<file path="src/rtl/vsa_pkg.sv">
`timescale 1ns / 1ps

package vsa_pkg;

  localparam int SLOT_COUNT_DEF = 128;
  localparam int ID_W    = 16;
  localparam int GAIN_W  = 16;
  localparam int POS_W   = 16;
  localparam int SLOT_W  = 7;
  localparam int LOUD_W  = 24;  // unsigned Q8.16 loudness
  localparam int D2_W    = 36;  // sum of three 17-bit squares
  localparam int ROOT_W  = 18;
  localparam int NUM_W   = 29;  // gain * 8192
  localparam int CFG_IDX_W = 2;

  localparam logic [CFG_IDX_W-1:0] CFG_LISTENER_X = 2'd0;
  localparam logic [CFG_IDX_W-1:0] CFG_LISTENER_Y = 2'd1;
  localparam logic [CFG_IDX_W-1:0] CFG_LISTENER_Z = 2'd2;

  localparam logic [D2_W-1:0] NEAR_D2   = 36'd1024;  // 2 units squared
  localparam logic [9:0]      STEAL_NUM = 10'd922;   // 0.9 in 1/1024
  localparam int              STEAL_SH  = 10;

  typedef enum logic [1:0] {
    KIND_REQ  = 2'd0,
    KIND_REL  = 2'd1,
    KIND_MOVE = 2'd2,
    KIND_NONE = 2'd3
  } kind_e;

  typedef enum logic [2:0] {
    ST_FREE     = 3'd0,
    ST_STOLEN   = 3'd1,
    ST_REFUSED  = 3'd2,
    ST_RELEASED = 3'd3,
    ST_UNKNOWN  = 3'd4,
    ST_MOVED    = 3'd5
  } status_e;

  typedef enum logic [3:0] {
    S_IDLE, S_FREE, S_NEWL, S_SRD, S_SLD, S_SWAIT, S_IRD, S_ICHK, S_WRITE, S_RESULT
  } ctrl_state_e;

  typedef enum logic [2:0] {
    LS_IDLE, LS_SQ, LS_SUM, LS_SQRT, LS_DIV, LS_DONE
  } loud_state_e;

  typedef struct packed {
    logic [ID_W-1:0]   id;
    logic [GAIN_W-1:0] gain;
    logic              looping;
    logic              is3d;
    logic [POS_W-1:0]  px;
    logic [POS_W-1:0]  py;
    logic [POS_W-1:0]  pz;
  } entry_t;

  typedef struct packed {
    logic    load_item;
    logic    cnt_clr;
    logic    cnt_inc;
    logic    free_hit;
    logic    loud_new;
    logic    loud_slot;
    logic    best_init;
    logic    cmp_upd;
    logic    wr_new;
    logic    rel_hit;
    logic    mv_hit;
    logic    out_load;
    status_e out_status;
  } cmd_t;

  typedef struct packed {
    kind_e kind;
    logic  busy_cur;
    logic  cnt_last;
    logic  loud_done;
    logic  match;
    logic  less;
    logic  found;
    logic  out_free;
  } sts_t;

endpackage

</file>
<file path="src/rtl/vsa_ctrl.sv">
`timescale 1ns / 1ps

module vsa_ctrl import vsa_pkg::*; (
  input  logic       clk_i,
  input  logic       rst_ni,
  input  logic       in_valid_i,
  input  logic [1:0] kind_i,
  output logic       in_stall_o,
  output cmd_t       cmd_o,
  input  sts_t       sts_i
);

  ctrl_state_e st_q, st_d;
  status_e     res_q, res_d;

  always_ff @(posedge clk_i or negedge rst_ni) begin
    if (!rst_ni) begin
      st_q  <= S_IDLE;
      res_q <= ST_REFUSED;
    end else begin
      st_q  <= st_d;
      res_q <= res_d;
    end
  end

  always_comb begin
    st_d       = st_q;
    res_d      = res_q;
    cmd_o      = '0;
    cmd_o.out_status = res_q;
    in_stall_o = (st_q != S_IDLE);
    unique case (st_q)
      S_IDLE: begin
        if (in_valid_i) begin
          cmd_o.load_item = 1'b1;
          cmd_o.cnt_clr   = 1'b1;
          unique case (kind_e'(kind_i))
            KIND_REQ:  st_d = S_FREE;
            KIND_REL,
            KIND_MOVE: st_d = S_IRD;
            KIND_NONE: st_d = S_IDLE;
          endcase
        end
      end
      S_FREE: begin
        if (!sts_i.busy_cur) begin
          cmd_o.free_hit = 1'b1;
          res_d = ST_FREE;
          st_d  = S_WRITE;
        end else if (sts_i.cnt_last) begin
          cmd_o.loud_new = 1'b1;
          st_d = S_NEWL;
        end else begin
          cmd_o.cnt_inc = 1'b1;
        end
      end
      S_NEWL: begin
        if (sts_i.loud_done) begin
          cmd_o.best_init = 1'b1;
          cmd_o.cnt_clr   = 1'b1;
          st_d = S_SRD;
        end
      end
      S_SRD: st_d = S_SLD;
      S_SLD: begin
        cmd_o.loud_slot = 1'b1;
        st_d = S_SWAIT;
      end
      S_SWAIT: begin
        if (sts_i.loud_done) begin
          cmd_o.cmp_upd = 1'b1;
          if (sts_i.cnt_last) begin
            if (sts_i.found || sts_i.less) begin
              res_d = ST_STOLEN;
              st_d  = S_WRITE;
            end else begin
              res_d = ST_REFUSED;
              st_d  = S_RESULT;
            end
          end else begin
            cmd_o.cnt_inc = 1'b1;
            st_d = S_SRD;
          end
        end
      end
      S_IRD: st_d = S_ICHK;
      S_ICHK: begin
        if (sts_i.kind == KIND_REL) begin
          if (sts_i.match) begin
            cmd_o.rel_hit = 1'b1;
            res_d = ST_RELEASED;
            st_d  = S_RESULT;
          end else if (sts_i.cnt_last) begin
            res_d = ST_UNKNOWN;
            st_d  = S_RESULT;
          end else begin
            cmd_o.cnt_inc = 1'b1;
            st_d = S_IRD;
          end
        end else begin
          cmd_o.mv_hit = sts_i.match;
          if (sts_i.cnt_last) begin
            res_d = (sts_i.found || sts_i.match) ? ST_MOVED : ST_UNKNOWN;
            st_d  = S_RESULT;
          end else begin
            cmd_o.cnt_inc = 1'b1;
            st_d = S_IRD;
          end
        end
      end
      S_WRITE: begin
        cmd_o.wr_new = 1'b1;
        st_d = S_RESULT;
      end
      S_RESULT: begin
        if (sts_i.out_free) begin
          cmd_o.out_load = 1'b1;
          st_d = S_IDLE;
        end
      end
      default: st_d = S_IDLE;
    endcase
  end

`ifndef NO_ASSERTIONS
  a_loud_wait: assert property (@(posedge clk_i) disable iff (!rst_ni)
    sts_i.loud_done |-> (st_q == S_NEWL || st_q == S_SWAIT))
    else $error("loudness result outside a wait state");
  a_one_result: assert property (@(posedge clk_i) disable iff (!rst_ni)
    cmd_o.out_load |=> st_q == S_IDLE) else $error("result without return to idle");
  a_accept_idle: assert property (@(posedge clk_i) disable iff (!rst_ni)
    (in_valid_i && !in_stall_o) |-> st_q == S_IDLE) else $error("request taken while busy");
`endif

endmodule

</file>
<file path="config.mk">
export PLATFORM = sky130hd
export DESIGN_NAME = vsa_ctrl
export DESIGN_NICKNAME = d
export VERILOG_FILES = /design/src/rtl/vsa_pkg.sv /design/src/rtl/vsa_ctrl.sv
export SDC_FILE = /design/constraint.sdc
export NUM_CORES = 1
export LEC_CHECK = 0
export ABC_AREA = 0
export BUFFER_PORTS_ARGS = -buffer_cell sky130_fd_sc_hd__buf_4
export CORE_MARGIN = 2
export CORE_UTILIZATION = 52
export DETAILED_ROUTE_END_ITERATION = 6
export PLACE_DENSITY = 0.83
export SYNTH_ARGS = -nofsm -noshare
export SYNTH_HDL_FRONTEND = slang
export SYNTH_SLANG_ARGS = --single-unit
</file>
<file path="constraint.sdc">
create_clock -name clk_i -period 2.75 [get_ports clk_i]
set_clock_uncertainty 0.1 [all_clocks]
set_input_delay 0.1375 -clock clk_i [delete_from_list [all_inputs] [get_ports clk_i]]
set_output_delay 0.1375 -clock clk_i [all_outputs]
set_load 0.02 [all_outputs]
</file>
==> results of run 1 <==
worst max path at each step:
stage,startpoint,end,slack [ns],depth (start not counted)
4_1_cts,st_q[2],cmd_o[12],0.74,4
6_report,st_q[2],cmd_o[12],0.73,4
5_1_grt,st_q[1],cmd_o[13],0.55,4
3_5_place_dp,st_q[2],res_q[1],0.95,4
3_3_place_gp,st_q[2],res_q[1],1.00,4
2_1_floorplan,st_q[1],cmd_o[12],0.96,3
metal layers:
metal / GRT usage (%) / up-vias
li1: - / 409
met1: 33.8 / 383
met2: 37.0 / 28
met3: 0.417 / 4
met4: 7.27 / 0
met5: 0 / -
through the flow:
step	std cells	instance area [um^2]
finish	139	1030
floorplan	96	806
detailed placement	134	997
global placement	134	997
CTS	139	1030
global route	139	1030
synth_stat cells (2+ instances only):
cell	number	share of area [%]
a21oi_1	5	3.1
and2b_1	3	2.8
buf_4	2	1.9
nand3_1	3	1.9
o21bai_1	3	2.8
dfrtp_1	6	19
inv_1	5	2.3
nor3b_1	2	1.9
nor2b_1	4	3.1
o21ai_0	2	1.2
nand2_1	4	1.9
nor2_1	10	4.7
and3_1	3	2.3
nand2b_1	3	2.3
a221oi_1	2	2.2
buf_2	3	1.9
nor3_1	3	1.9
and2_1	4	3.1
cells by family (layout without fill, tap and decap cells):
| family | after synthesis | after routing | synth area share, % |
|---|---|---|---|
| AO/OA/AOI/OAI | 25 | 25 | 26.1 |
| adder cells (fa/ha/maj) | 1 | 1 | 1.55 |
| buffers and inverters | 12 | 39 | 8.07 |
| flip-flops | 7 | 7 | 21.9 |
| multiplexers | 2 | 2 | 4.04 |
| AND/OR/NAND/NOR | 49 | 49 | 38.4 |
final cells by class:
class | instances | share of cell area (%)
Tap cell | 16 | 1.94
Multi-Input combinational cell | 77 | 54.6
Clock buffer | 4 | 2.54
Inverter | 5 | 1.82
Timing Repair Buffer | 30 | 22.0
Sequential cell | 7 | 17.1
registers in the layout (all words and copies together) (netlist names):
name   count
st_q       4
res_q      3
repair_timing:
item,in CTS,in global routing
hold buffers,1,0
endpoints found under the hold margin,7,0
gates resized for setup,0,0
power breakdown:
part	switching, uW	leakage, uW	total, uW	internal (uW)
registers	146	0.0000875	302	155
logic	353	0.000377	709	356
clock network	32.0	0.0000150	87.0	55.0
total	531	0.000480	1100	566
worst max-delay path, stage by stage, from the launching register on:
cell     delay, ns
dfrtp_1       0.69
and4b_1       0.40
nand3_1       0.15
o41ai_1       0.09
buf_4         0.20
==> flow_metrics.tcl, run 1 <==
set metrics [dict create \
    fin_nets 139 \
    reported_leakage_power_uw 0.000480 \
    post-route-drc-count 0 \
    whs_path_depth 2 \
    route.final.wire_length_um 1940 \
    grt_overflow 0 \
    effective_utilization_at_floorplan_pct 54.8 \
    cp.required_ns 2.51 \
    slew_violations 0 \
    grt_util_all_layers_pct 22.9 \
    unrepaired_setup_endpoints_after_global_routing "false" \
    number_of_iterations_in_the_first_detailed_routing_pass 4 \
    fp.dieH_um 43.4 \
    layout_common_cells "buf_4, nor2_1, dfrtp_1" \
    fraction_of_layout_instances_using_a_drive_strength_above_1_pct 34.1 \
    synth_edf_count 0 \
    worst-r2r-setup-slack_ns 0.93 \
    layout.cells.most_common "buf_4" \
    n_antenna_cell 0 \
    min_period_over_period_pct 73.3 \
    die_width_um 43.4 \
    timing.hold.worst.class "input port to flop" \
    layout-area-overhead-vs-synth_pct 28.3 \
    post-place-ws_ns 0.950 \
    synth.avg_cell_area_um2 8.39 \
    fin_crit_ns 2.02 \
    syn-cell-area_um2 806 \
    gp_routability_congestion 0.890 \
    drt-vias-per-instance 5.93 \
    max_cap_viol_count 0 \
    setup_tns_ns 0 \
    std_cell_rows 14 \
    m1WireLength_um 848 \
    design.portCount 30 \
    netlist-cell-type-count 47 \
    setup_viol 0 \
    finalHoldViolations 0 \
    fmax_ghz 0.496 \
    tritoncts_buffers 3 \
    critPathKind "flop to output pin" \
    sequential_cell_area_um2 176 \
    synth.yosys.warnings 0 \
    ir_drop_v 0.000869 \
    detailed_placement_hpwl_um 1540 \
    timing.critical_path.from_type "flop" \
    synth_seq_cells 7 \
    clk_root_buffer_cell "clkbuf_4" \
    synth_async_sr_flop_share_pct 100 \
    syn-instance-count 96 \
    worst_skew_pair.late_latency_ns 0.24 \
    fillCellCount 118 \
    tightest_pin_transition_ns 0.566 \
    post_cts_buffers 0 \
    whs_ns 0.0223 \
    critPathCaptureType "output pin" \
    hold_path_start "sts_i[0]" \
    final.setup.worst_slack_ns 0.734 \
    synthesis.nets 111 \
    coreArea_mm2 0.00147 \
    routed-wl-met2_um 984 \
    timing.hold.worst_endpoint "st_q[3]" \
    detailroute.wirelength.met3_um 76 \
    cts_tree "done" \
    via_count 824 \
    finish.utilization_pct 70.2 \
    clock_tree.htree_level_count 1 \
    r2r-end "res_q[1]" \
    arrival_ns 1.78 \
    clock_path_buffers 2 \
    pwr_density_cell_mw_per_mm2 1060 \
    grt_first_pass_wirelength_um 3330 \
    port-buffer-count 29 \
    design.die.area_mm2 0.00188 \
    route.detailed.wl_per_inst_um 14.0 \
    grt_antenna_before_repair 0 \
    synth_sequential_area_ratio_pct 21.9 \
    top_layer "met4" \
    drtAntennaViolNets 0 \
    max_fanout_on_critical_path 18 \
    path_clk_slew_ns 0.04 \
    synthFlopType "dfrtp_1" \
    area_occupied_by_multi_input_gates_um2 564 \
    drtIter0Drc 21 \
    grt_max_degree 19 \
    crit-reg2reg-launch "st_q[2]" \
    post-layout-total-power_uw 1100 \
    reg2regPathDepth 4 \
    run_status "complete, no violations" \
    grt_pass1_vias 727 \
    max_slew_margin_pct 62.2 \
    cts_sinks 7 \
]
No activity file was read; power rests on OpenSTA's default activity.
==> run 2: changes to the inputs <==
- CORE_UTILIZATION: 52 -> 43
- PLACE_DENSITY: 0.83 -> 0.73
- clock period: 2.75 -> 1.67 ns (I/O delays scaled with it)
==> flow_metrics.tcl, run 2 (synthesized netlist as in run 1, its figures left out) <==
set metrics [dict create \
    run_status "complete, but fails checks" \
    failed_checks "negative setup slack" \
    largest_reg_flops 4 \
    critPathKind "flop to output pin" \
    timing.critical_path.from_type "flop" \
    grt_pass1_vias 823 \
    post-place-ws_ns 0.0459 \
    drtAntennaViolNets 0 \
    grt_overflow 0 \
    critical-path-top-cell-by-count "buf_6" \
    path_clk_slew_ns 0.05 \
    swShare_pct 45.0 \
    design.die.area_mm2 0.00224 \
    drtIter0Drc 29 \
    min_period_over_period_pct 100 \
    via_count 923 \
    tightest_pin_transition_ns 0.336 \
    slew_violations 0 \
    cts_tree "done" \
    fmax_ghz 0.599 \
    route.final.wire_length_um 2380 \
    gp_routability_congestion 0.839 \
    reported_leakage_power_uw 0.000614 \
    ir_drop_v 0.00122 \
    layout_common_cells "buf_4, nor2_1, buf_6" \
    final.setup.worst_slack_ns -0.000326 \
    reg.largest.list "st_q (4), res_q (3)" \
    fillCellCount 127 \
    clkPwrFrac_pct 6.3 \
    drt-vias-per-instance 5.46 \
    grt_util_all_layers_pct 22.3 \
    clk_root_buffer_cell "clkbuf_4" \
    layout.cells.most_common "buf_4" \
    max_cap_viol_count 0 \
    fp.dieH_um 47.3 \
    setup_viol 1 \
    timing.hold.worst.class "input port to async pin" \
    max_fanout_on_critical_path 8 \
    number_of_iterations_in_the_first_detailed_routing_pass 4 \
    fraction_of_layout_instances_using_a_drive_strength_above_1_pct 52.8 \
    grt_max_degree 14 \
    die_width_um 47.3 \
    clock_tree.htree_level_count 1 \
    design.portCount 30 \
    effective_utilization_at_floorplan_pct 46.2 \
    p_comb_share_pct 78.2 \
    n_antenna_cell 0 \
    post-route-drc-count 0 \
    route.detailed.wl_per_inst_um 14.1 \
    p_int_uw 1270 \
    unrepaired_setup_endpoints_after_global_routing "true" \
    worst_skew_pair.late_latency_ns 0.24 \
    pwr_density_cell_mw_per_mm2 1760 \
    tritoncts_buffers 3 \
    clock_path_buffers 2 \
    max_slew_margin_pct 77.6 \
    power.sequential.fraction_pct 15.5 \
    fin_crit_ns 1.67 \
    fin_nets 160 \
    critPathCaptureType "output pin" \
    grt_antenna_before_repair 0 \
    port-buffer-count 29 \
    std_cell_rows 15 \
    grt_first_pass_wirelength_um 3510 \
    cts_sinks 7 \
    crit_slowest_cell "dfrtp_1" \
    path_cells "buf_6 > nor4b_4 > and2_4 > or2_4 > buf_6" \
    power_switching_uw 1040 \
    detailed_placement_hpwl_um 1640 \
    arrival_ns 1.49 \
    max_flop_register "st_q" \
    finalHoldViolations 0 \
    cp_slowest_stage_delay_ns 0.40 \
    layout-area-overhead-vs-synth_pct 62.1 \
    post-layout-total-power_uw 2310 \
    cp.required_ns 1.49 \
    coreArea_mm2 0.00175 \
]
## run 2: changes by cell type in the layout (fill, tap and decap cells not counted), moves of 2 or more
cell | before | now
buf_4 | 29 | 41
buf_6 | 0 | 6
dfrtp_1 | 6 | 4
dfrtp_2 | 0 | 2
dlygate4sd3_1 | 1 | 3
nor2b_1 | 4 | 2
## run 2: final timing paths
check / from / endpoint / slack (ns) / cells past startpoint
setup reg to reg: st_q[0] / res_q[1] / 0.05 / 5
setup / recovery: st_q[2] / cmd_o[13] / -0.0003 / 5
hold / removal: rst_ni / res_q[2] / 0.08 / 2
max in group asynchronous: rst_ni / res_q[1] / 1.19 / 2
hold reg to reg: res_q[1] / res_q[1] / 0.41 / 1
min in group clk_i: sts_i[1] / res_q[0] / 0.08 / 3
## run 2: worst max-delay path: cells and delay by family (launching register included)
| family | cells | cell delay [ns] |
|---|---|---|
| and+or+nand+nor | 3 | 0.58 |
| buffers and inverters | 2 | 0.25 |
| DFF | 1 | 0.40 |
## run 2: layer usage
layer | track usage [%] | up-vias | wire length (um)
met3 | 2.31 | 0 | 122
li1 | - | 453 | -
met2 | 35.4 | 31 | 1260
met4 | 8.33 | 0 | 0
met1 | 31.2 | 439 | 994
met5 | 0 | - | 0
## run 2: metrics by stage
stage	setup TNS, ns	utilization [%]	hold WS, ns	instances	cell area [um^2]
floorplan	0	-	-0.312	96	813
global placement	0	63.4	-0.205	155	1110
detailed placement	0	63.4	-0.205	155	1110
CTS	-0.0149	71.5	0.0641	167	1250
global route	-0.317	74.8	0.0906	169	1310
finish	-0.000326	74.8	0.0771	169	1310
## run 2: cell type report
| cell class | count | area, um^2 | area share (%) |
|---|---|---|---|
| multi-input combinational | 77 | 639 | 48.9 |
| timing repair buffer | 51 | 410 | 31.4 |
| sequential | 7 | 179 | 13.7 |
| tap | 25 | 31.3 | 2.39 |
| clock buffer | 3 | 22.5 | 1.72 |
| inverter | 5 | 18.8 | 1.44 |
| clock inverter | 1 | 5.00 | 0.383 |
## run 2: repair_timing
item / in CTS / in global routing
pin swaps: 1 / 5
endpoints found under the hold margin: 9 / 0
setup endpoints to repair: 8 / 12
hold buffers: 3 / 0
gates resized for setup: 12 / 12
buffers inserted: 5 / 2
## run 2: power by group through the flow
stage	Sequential [uW]	Combinational, uW	Clock (uW)
3_3_place_gp	351	1470	0
3_5_place_dp	352	1480	0
6_report	356	1800	146
5_1_grt	371	1930	160
2_1_floorplan	350	1040	0
4_1_cts	356	1650	156
==> run 3: changes to the inputs <==
==> constraint.sdc (replaced) <==
create_clock -name clk_i -period 1.67 [get_ports clk_i]
set_clock_uncertainty 0.1 [all_clocks]
set_input_delay 0.334 -clock clk_i [delete_from_list [all_inputs] [get_ports clk_i]]
set_output_delay 0.334 -clock clk_i [all_outputs]
set_load 0.02 [all_outputs]
==> flow_metrics.tcl, run 3 (synthesized netlist as in run 1, its figures left out) <==
set metrics [dict create \
    run_status "complete, but fails checks" \
    failed_checks "negative setup slack" \
    layout.cells.non_filler 179 \
    detailed_placement_hpwl_um 1900 \
    sequential_cell_area_um2 181 \
    max_fanout_on_critical_path 6 \
    timing.critical_path.from_type "flop" \
    path_clk_slew_ns 0.05 \
    design.die.area_mm2 0.00224 \
    clock_path_buffers 2 \
    clkPwrFrac_pct 5.6 \
    worst-r2r-setup-slack_ns -0.11 \
    max_slew_margin_pct 74.2 \
    cp.required_ns 1.24 \
    grt_max_degree 12 \
    swShare_pct 44.7 \
    std_cell_rows 15 \
    fp.dieH_um 47.3 \
    grt_first_pass_wirelength_um 3820 \
    power.sequential.fraction_pct 15.4 \
    cts_sinks 7 \
    grt_overflow 0 \
    fin_crit_ns 1.91 \
    grt_antenna_before_repair 0 \
    drtAntennaViolNets 0 \
    min_period_over_period_pct 114 \
    post-layout-total-power_uw 2640 \
    max_cap_viol_count 0 \
    design.portCount 30 \
    fraction_of_layout_instances_using_a_drive_strength_above_1_pct 61.7 \
    timing.hold.worst_endpoint "st_q[3]" \
    drt-vias-per-instance 5.66 \
    area_occupied_by_multi_input_gates_um2 697 \
    reported_leakage_power_uw 0.000675 \
    setup.worst_path.start "st_q[3]" \
    reg.largest.list "st_q (4), res_q (3)" \
    fin_nets 170 \
    timing.hold.worst.class "input port to flop" \
    grt_util_all_layers_pct 23.9 \
    route.final.wire_length_um 2810 \
    slew_violations 0 \
    whs_path_depth 2 \
    reg2regPathDepth 5 \
    die_width_um 47.3 \
    hold_path_start "sts_i[0]" \
    worst_skew_pair.late_latency_ns 0.25 \
    largest_reg_flops 4 \
    layout.cells.most_common "buf_4" \
    tightest_pin_transition_ns 0.386 \
    final.setup.worst_slack_ns -0.236 \
    fillCellCount 116 \
    clock_tree.htree_level_count 1 \
    cts_tree "done" \
    route.detailed.wl_per_inst_um 15.7 \
    setup_viol 17 \
    finalHoldViolations 0 \
    coreArea_mm2 0.00175 \
    effective_utilization_at_floorplan_pct 46.2 \
    place_inst 161 \
    grt_pass1_vias 915 \
    r2r-end "st_q[0]" \
    ir_drop_v 0.00144 \
    drtIter0Drc 25 \
    clk_root_buffer_cell "clkbuf_4" \
    p_int_uw 1460 \
    via_count 1014 \
    p_comb_share_pct 78.9 \
    critPathKind "flop to output pin" \
    pwr_density_cell_mw_per_mm2 1840 \
    power_switching_uw 1180 \
    arrival_ns 1.47 \
    setup_tns_ns -2.15 \
    finish.utilization_pct 82.2 \
    port-buffer-count 29 \
    crit-reg2reg-launch "st_q[0]" \
    gp_routability_congestion 0.864 \
    max_flop_register "st_q" \
    tritoncts_buffers 3 \
    number_of_iterations_in_the_first_detailed_routing_pass 5 \
    fmax_ghz 0.525 \
    unrepaired_setup_endpoints_after_global_routing "true" \
    post-route-drc-count 0 \
    layout-area-overhead-vs-synth_pct 78.1 \
    n_antenna_cell 0 \
    critPathCaptureType "output pin" \
    layout_common_cells "buf_4, nor2_1, inv_1, a21oi_1, buf_6" \
    whs_ns 0.212 \
]
## run 3: critical path, cell delays in order (launching register included)
cell	delay, ns
dfrtp_2	0.46
and4b_2	0.34
buf_4	0.13
nand2_1	0.06
nor2_1	0.08
buf_4	0.14
## run 3: cell type report
class | instances | area share, %
inverters | 5 | 1.31
flip-flops and latches | 7 | 12.6
multi-input cells | 77 | 48.6
clock buffers | 3 | 1.57
well taps | 25 | 2.18
repair buffers | 61 | 33.4
clock inverters | 1 | 0.349
## run 3: worst max path at each step
stage / to / slack [ns]
finish: cmd_o[4] / -0.24
global route: cmd_o[4] / -0.30
CTS: cmd_o[7] / -0.21
detailed placement: cmd_o[13] / -0.07
global placement: cmd_o[12] / -0.03
floorplan: cmd_o[12] / -0.08
## run 3: metrics by stage
step / setup slack [ns] / instance area [um^2]
after global routing: -0.295 / 1440
after CTS: -0.207 / 1330
final: -0.236 / 1440
after floorplan: -0.0762 / 821
after detailed placement: -0.0703 / 1160
after global placement: -0.0255 / 1160
## run 3: repair_timing
| item | CTS | global route |
|---|---|---|
| hold buffers | 1 | 0 |
| buffers inserted | 10 | 4 |
| resized for setup | 17 | 16 |
| pin swaps | 6 | 7 |
| hold endpoints to repair | 7 | 0 |
| endpoints found under the setup margin | 18 | 20 |
## run 3: metal layers
layer | vias up | track usage (%) | wire length (um)
met1 | 492 | 31.0 | 1130
met3 | 8 | 2.69 | 144
met2 | 43 | 40.0 | 1450
met4 | 0 | 10.0 | 74
li1 | 471 | - | -
met5 | - | 0 | 0
## run 3: power by group through the flow
stage | registers, uW | logic (uW) | clock network, uW
floorplan | 350 | 1050 | 0
global placement | 363 | 1550 | 0
detailed placement | 371 | 1590 | 0
CTS | 383 | 1820 | 156
global route | 418 | 2220 | 168
finish | 408 | 2090 | 149
